===== config.mk =====
export PLATFORM = sky130hd
export DESIGN_NAME = tmds_cell
export DESIGN_NICKNAME = d
export VERILOG_FILES = /design/src/trimmed_mean_delta_smoother_top_defines.svh /design/src/tmds_pkg.sv /design/src/tmds_cell.sv
export SDC_FILE = /design/constraint.sdc
export NUM_CORES = 1
export LEC_CHECK = 0
export BUFFER_PORTS_ARGS = -buffer_cell sky130_fd_sc_hd__buf_4
export CORE_MARGIN = 2
export CORE_UTILIZATION = 46
export CTS_CLUSTER_SIZE = 24
export DETAILED_ROUTE_END_ITERATION = 10
export PLACE_DENSITY = 0.74
export SETUP_SLACK_MARGIN = 0.5
export SLEW_MARGIN = 20
export SYNTH_ARGS = -nofsm -noshare
export SYNTH_HDL_FRONTEND = slang
export SYNTH_SLANG_ARGS = --single-unit

===== constraint.sdc =====
create_clock -name clk -period 7.8 [get_ports clk]
set_input_delay 1.56 -clock clk [delete_from_list [all_inputs] [get_ports clk]]
set_output_delay 1.56 -clock clk [all_outputs]
set_load 0.005 [all_outputs]

===== src/trimmed_mean_delta_smoother_top_defines.svh =====
// Assertion macros for the trimmed mean delta smoother.
`ifndef TRIMMED_MEAN_DELTA_SMOOTHER_TOP_DEFINES_SVH
`define TRIMMED_MEAN_DELTA_SMOOTHER_TOP_DEFINES_SVH

// same-cycle implication, clocked on clk, off during reset
`define TMDS_ASSERT_IMPLIES(name, ante, cons) \
	name: assert property (@(posedge clk) disable iff (!arst_n) (ante) |-> (cons)) \
		else $error("tmds assertion failed");

// next-cycle implication
`define TMDS_ASSERT_NEXT(name, ante, cons) \
	name: assert property (@(posedge clk) disable iff (!arst_n) (ante) |=> (cons)) \
		else $error("tmds assertion failed");

`endif


===== src/tmds_pkg.sv =====
// Shared constants and types of the trimmed mean delta smoother.
package tmds_pkg;

	localparam int DELTA_W        = 24;
	localparam int GAIN_W         = 16;
	localparam int OUT_W          = 32;
	localparam int FRAC_W         = 8;
	localparam int WINDOW_LEN     = 11;
	localparam int TRIM_EACH_SIDE = 2;
	localparam int TRIM_USED      = (2 * TRIM_EACH_SIDE < WINDOW_LEN) ?
	                                TRIM_EACH_SIDE : (WINDOW_LEN - 1) / 2;
	localparam int KEPT           = WINDOW_LEN - 2 * TRIM_USED;
	localparam int SUM_W          = DELTA_W + $clog2(KEPT + 1);
	localparam int NUM_W          = SUM_W + FRAC_W;
	localparam int REM_W          = $clog2(KEPT + 1);
	localparam int CNT_W          = $clog2(WINDOW_LEN);
	localparam int PROD_W         = OUT_W + GAIN_W + 1;

	// reciprocal of KEPT, rounded up; gives the exact floor for any SUM_W-bit sum
	localparam int RECIP_SH       = SUM_W + $clog2(KEPT);
	localparam int RECIP_W        = SUM_W + 1;
	localparam int QPROD_W        = RECIP_SH + SUM_W;
	localparam logic [RECIP_W-1:0] RECIP =
		RECIP_W'(((64'd1 << RECIP_SH) + 64'(KEPT - 1)) / 64'(KEPT));

	localparam logic [DELTA_W-1:0] IDEAL_DELTA = DELTA_W'(16670);
	localparam logic [OUT_W-1:0]   AVG_RESET   = OUT_W'(16670 * 256);
	localparam logic [GAIN_W-1:0]  GAIN_RESET  = GAIN_W'(6554);

	// per-cycle command to every cell of the ranking chain
	typedef struct packed {
		logic clr;
		logic ins;
		logic shf;
	} cell_ctl_t;

endpackage


===== src/tmds_cell.sv =====
// One cell of the insertion ranking chain: keeps the smaller value, passes the larger.
module tmds_cell (
	input  logic                         clk,
	input  logic                         arst_n,
	input  tmds_pkg::cell_ctl_t          ctl,
	input  logic [tmds_pkg::DELTA_W-1:0] prev_pass_val,
	input  logic                         prev_pass_vld,
	input  logic [tmds_pkg::DELTA_W-1:0] prev_hold,
	output logic [tmds_pkg::DELTA_W-1:0] pass_val,
	output logic                         pass_vld,
	output logic [tmds_pkg::DELTA_W-1:0] hold,
	output logic                         full
);

	logic [tmds_pkg::DELTA_W-1:0] val_q;
	logic [tmds_pkg::DELTA_W-1:0] pass_val_q;
	logic                         pass_vld_q;
	logic                         full_q;

	always_ff @(posedge clk or negedge arst_n) begin
		if (!arst_n) begin
			full_q     <= 1'b0;
			pass_vld_q <= 1'b0;
		end else if (ctl.clr) begin
			full_q     <= 1'b0;
			pass_vld_q <= 1'b0;
		end else if (ctl.ins) begin
			if (prev_pass_vld) begin
				full_q <= 1'b1;
			end
			pass_vld_q <= prev_pass_vld && full_q;
		end else begin
			pass_vld_q <= 1'b0;
		end
	end

	// payload: no reset
	always_ff @(posedge clk) begin
		if (ctl.ins && prev_pass_vld) begin
			if (!full_q) begin
				val_q <= prev_pass_val;
			end else if (prev_pass_val < val_q) begin
				val_q      <= prev_pass_val;
				pass_val_q <= val_q;
			end else begin
				pass_val_q <= prev_pass_val;
			end
		end else if (ctl.shf) begin
			val_q <= prev_hold;
		end
	end

	assign pass_val = pass_val_q;
	assign pass_vld = pass_vld_q;
	assign hold     = val_q;
	assign full     = full_q;

endmodule


Word-level counts from Yosys, hierarchy flattened --
Index checks and enable logic that the tools add are counted.
Word-level totals: output and inout bits 50, bits in latches 0, ROM bits 0, flip-flop bits (word level) 50, memories kept 0, RAM bits 0, logic and storage cells 24, input port bits 54
Operators by class: multiplexer cells 10, multipliers 0, equality and inequality tests 1, reductions and logical operators 8, add/sub/neg operators 0, divide/modulo/power cells 0, magnitude comparators 1, bitwise operators 0, shift operators 0
Operator list (number):
- 24-bit 2-to-1 mux | 5
- 24-bit less-than comparator | 1
- 2-bit AND reduction | 3
- 2-bit nonzero test | 3
- 1-bit 2-to-1 mux | 5
- 3-bit by 2-bit inequality test with 1-bit output (second input constant) | 1
- 1-bit logical AND | 2

Logic depth before layout (Yosys ltp) --
word-level depth 4, gate-level depth with buffers 9, mapped depth without buffers 8

Worst setup path after synthesis --
Ideal clock, no wire load.
path type input to register, from input port prev_pass_val[21] in the netlist's numbering, to register val_q (netlist bit hold[0]) (enable), data required time 7.418 ns, setup time 0.382 ns, buffers on the path 1, arrival 3.489 ns, cell stages on the path 8, setup slack 3.929 ns, cells stage by stage ha_1 a21o_1 a21o_1 a21oi_1 o21ai_1 a21oi_2 buf_6 o22a_1
On the way: cells in the longest elaborated chain, start to end 3
Ends and longest elaborated chain:
- start: declaration | RTL line tmds_cell.sv:6 | input logic [tmds_pkg::DELTA_W-1:0] prev_pass_val,
- 24-bit less-than comparator | RTL line tmds_cell.sv:42 | end else if (prev_pass_val < val_q) begin
- 3-bit by 2-bit inequality test with 1-bit output (no source line)
- 2-bit AND reduction (no source line)
- end signal: assignment | RTL line tmds_cell.sv:41 | val_q <= prev_pass_val;
- end signal: assignment | RTL line tmds_cell.sv:43 | val_q <= prev_pass_val;
- end signal: assignment | RTL line tmds_cell.sv:49 | val_q <= prev_hold;
- end: declaration | RTL line tmds_cell.sv:15 | logic [tmds_pkg::DELTA_W-1:0] val_q;
No other way between the ends. A chain may end at the register's enable or synchronous reset.

Worst setup path after layout --
from input port prev_pass_val[9] in the netlist's numbering, to register val_q (netlist bit hold[12]) (enable)
Same word-level chain as after synthesis.

==> impl_metrics.yaml <==
power:
  p_leak_nw: 1.73
  p_sw_mw: 0.161
  pwr-share-clk_pct: 28.2
  power_density_nw_per_um2: 178
  finalPower_mw: 0.662
  switching_share_pct: 24.3
  intPower_mw: 0.501
  seq_power_share_pct: 49.4
  comb_power_share_pct: 22.4
  vdd.ir_drop.worst_mv: 0.0869
yosys:
  yosys.area_share.simple_pct: 3.87
  ys_types: 23
  synth_compound_area_share_pct: 4.78
  muxShareOfSynthArea_pct: 22.3
  synthAdderAreaFrac_pct: 10.5
  ys_warn_count: 0
  synth_top_area_share_pct: 52.4
  netlist_instances: 191
  synth_top_family_by_area: "multiplexers"
  postSynthAreaPerCell_sq_um: 14.4
  netlist_area_sq_um: 2750
  synth-seq-area-share_pct: 54.3
  synth_xor_area_share_pct: 0
  synth_top_area_cell: "edfxtp_1"
  yosys_register_bits: 50
  synthTopCellsByArea: "edfxtp_1 52%, mux2_2 12%, ha_1 10%"
  synth_nets: 268
global_route:
  grt_overflow_total: 0
  grt_pass1_wl_um: 8800
  grt_pass1_vias: 1866
  grt_max_degree: 26
  antenna_found_initial: 0
  grt_usage_pct: 17.9
min_path:
  holdCritPathClass: "register to register"
drt:
  final_antenna_net_count: 0
  drt_wl_total_um: 5740
  drt_first_iter_violations: 53
  drc: 0
  post_drt_wl_per_cell_um: 15.4
  vias_per_cell: 4.98
  dr.pass1.iters: 4
  routed-via-count: 1858
place:
  post-dp-hpwl_um: 4250
  gp_routability_congestion: 0.805
  io_buffers: 103
cts:
  cts.sinks: 50
  cts-resized-gates: 0
  cts_tree: "yes"
  clock_latency_ns: 0.30
  root_buffer: "clkbuf_8"
  cts_setup_buffers: 0
  cts_buffers: 5
  postCtsHoldBufs: 0
  htree_num_levels: 2
  clkSlewWorstSetupHoldPaths_ns: 0.09
  cts.path.max_buffers: 2
worst_setup_path:
  r2r_slack_ns: 4.52
  crit_family: "compound AO/OA/AOI/OAI gates"
  crit_buf_inv: 1
  path_depth: 8
  reg2reg_depth: 8
  worstSetupStartpointType: "input port"
  end_kind: "register"
  cp_slowest_cell: "a21oi_4"
  worstReg2RegEnd: "hold[12]"
  timing.rr.start: "hold[11]"
  critPathLaunch: "prev_pass_val[9]"
  endpoint: "hold[12]"
  cp_max_fo: 25
  path_cells: "buf_4 -> ha_1 -> a21oi_1 -> o21ai_1 -> a41oi_1 -> nor4b_2 -> a21oi_4 -> o22a_2"
  critPathArrivalTime_ns: 4.17
  worstSetupPathType: "input port to register"
  critical-path-max-stage-delay_ns: 0.86
  required_ns: 7.75
floorplanning:
  chipWidth_um: 81.3
  pin_count: 104
  core_area_sq_um: 5850
  start_util_pct: 47.0
  chipHeight_um: 81.3
  rows: 28
  dieArea_sq_um: 6610
sta:
  setup-violations-final: 0
  fin_crit_sh_pct: 54.1
  tns_ns: 0
  max_slew.worst_pin.slew_ns: 1.09
  final_hold_viol_count: 0
  skew_ns: 0.00833
  finalMaxSlewViolations: 0
  slew_headroom_pct: 27.3
  timing.fmax_ghz: 0.237
  rsz0062_at_grt: "false"
  post-route-min-period_ns: 4.22
finish:
  layout.nets: 374
  drive_gt1_share_pct: 54.7
  syn_to_final_growth_pct: 35.0
  n_antenna_cell: 0
status:
  status: "finished, final reports clean"
run:
  max_cap_viol_count: 0
-- power groups by stage --
| stage | clock network [mW] | logic, mW | registers [mW] |
|---|---|---|---|
| after CTS | 0.188 | 0.151 | 0.327 |
| after floorplan | 0 | 0.0879 | 0.332 |
| after detailed placement | 0 | 0.150 | 0.333 |
| after global placement | 0 | 0.147 | 0.332 |
| after global routing | 0.204 | 0.164 | 0.329 |
| final | 0.187 | 0.149 | 0.327 |
-- tightest hold or removal path, stage by stage, from the launching register on --
cell,delay (ns)
dfrtp_1,0.38
nor2_1,0.06
nor2_1,0.08
-- cell families after synthesis --
kind of cell             count (synthesis)
adder cells (fa/ha/maj)                 23
flip-flops                              50
buffers and inverters                   28
AO/OA/AOI/OAI                           22
multiplexers                            48
AND/OR/NAND/NOR                         20
-- worst min path at each step --
stage | start | to | cells after the start
final | full | full | 2
after global routing | full | full | 2
after CTS | full | full | 2
after detailed placement | full | full | 2
after global placement | full | full | 2
after floorplan | full | full | 2
-- cell type report --
type / count / area (sq um)
Clock buffer: 5 / 68.8
Fill cell: 478 / 2140
Clock inverter: 3 / 43.8
Inverter: 24 / 90.1
Timing Repair Buffer: 103 / 773
Tap cell: 75 / 93.8
Multi-Input combinational cell: 113 / 1150
Sequential cell: 50 / 1490
-- metal layers --
layer / track usage, % / share of wire, % / vias up
met4: 6.27 / 2.2 / 0
met1: 21.8 / 42 / 866
met3: 3.33 / 5.9 / 10
met5: 0 / 0 / -
li1: - / - / 917
met2: 31.4 / 50 / 65
-- cells in the mapped netlist, drive strengths merged --
cell / count
mux2: 48
o22a: 1
and3: 1
o21ai: 5
a41oi: 1
a21oi: 11
dfrtp: 2
inv: 24
edfxtp: 48
buf: 4
nand2: 8
ha: 23
nand4: 3
nor2: 4
nor2b: 1
a21o: 4
and2: 1
nand4b: 1
nor4b: 1
-- placed cells by master (no fill, tap or decap), types with 3 or more instances in the layout --
| master | netlist | layout |
|---|---|---|
| a21oi_1 | 10 | 10 |
| mux2_2 | 29 | 29 |
| nand4_1 | 3 | 3 |
| nand2_1 | 8 | 7 |
| a21o_1 | 4 | 4 |
| mux2_4 | 19 | 19 |
| o21ai_0 | 3 | 3 |
| nor2_1 | 4 | 4 |
| edfxtp_1 | 48 | 48 |
| clkbuf_8 | 0 | 5 |
| buf_4 | 0 | 103 |
| inv_1 | 24 | 24 |
| ha_1 | 23 | 23 |
-- stage by stage --
step,utilization (%),instance area (sq um),instances,setup WS [ns],hold WS [ns]
5_1_grt,63.4,3710,373,3.36,0.621
2_1_floorplan,-,2750,191,3.93,0.512
3_3_place_gp,61.4,3590,365,2.87,0.514
3_5_place_dp,61.4,3590,365,3.19,0.535
4_1_cts,63.4,3710,373,3.51,0.558
6_report,63.4,3710,373,3.58,0.550
-- registers in the layout (all words and copies together) (netlist names) --
name,cells
hold,24
pass_val,24
full,1
pass_vld,1
Power figures use the tool's default switching activity.
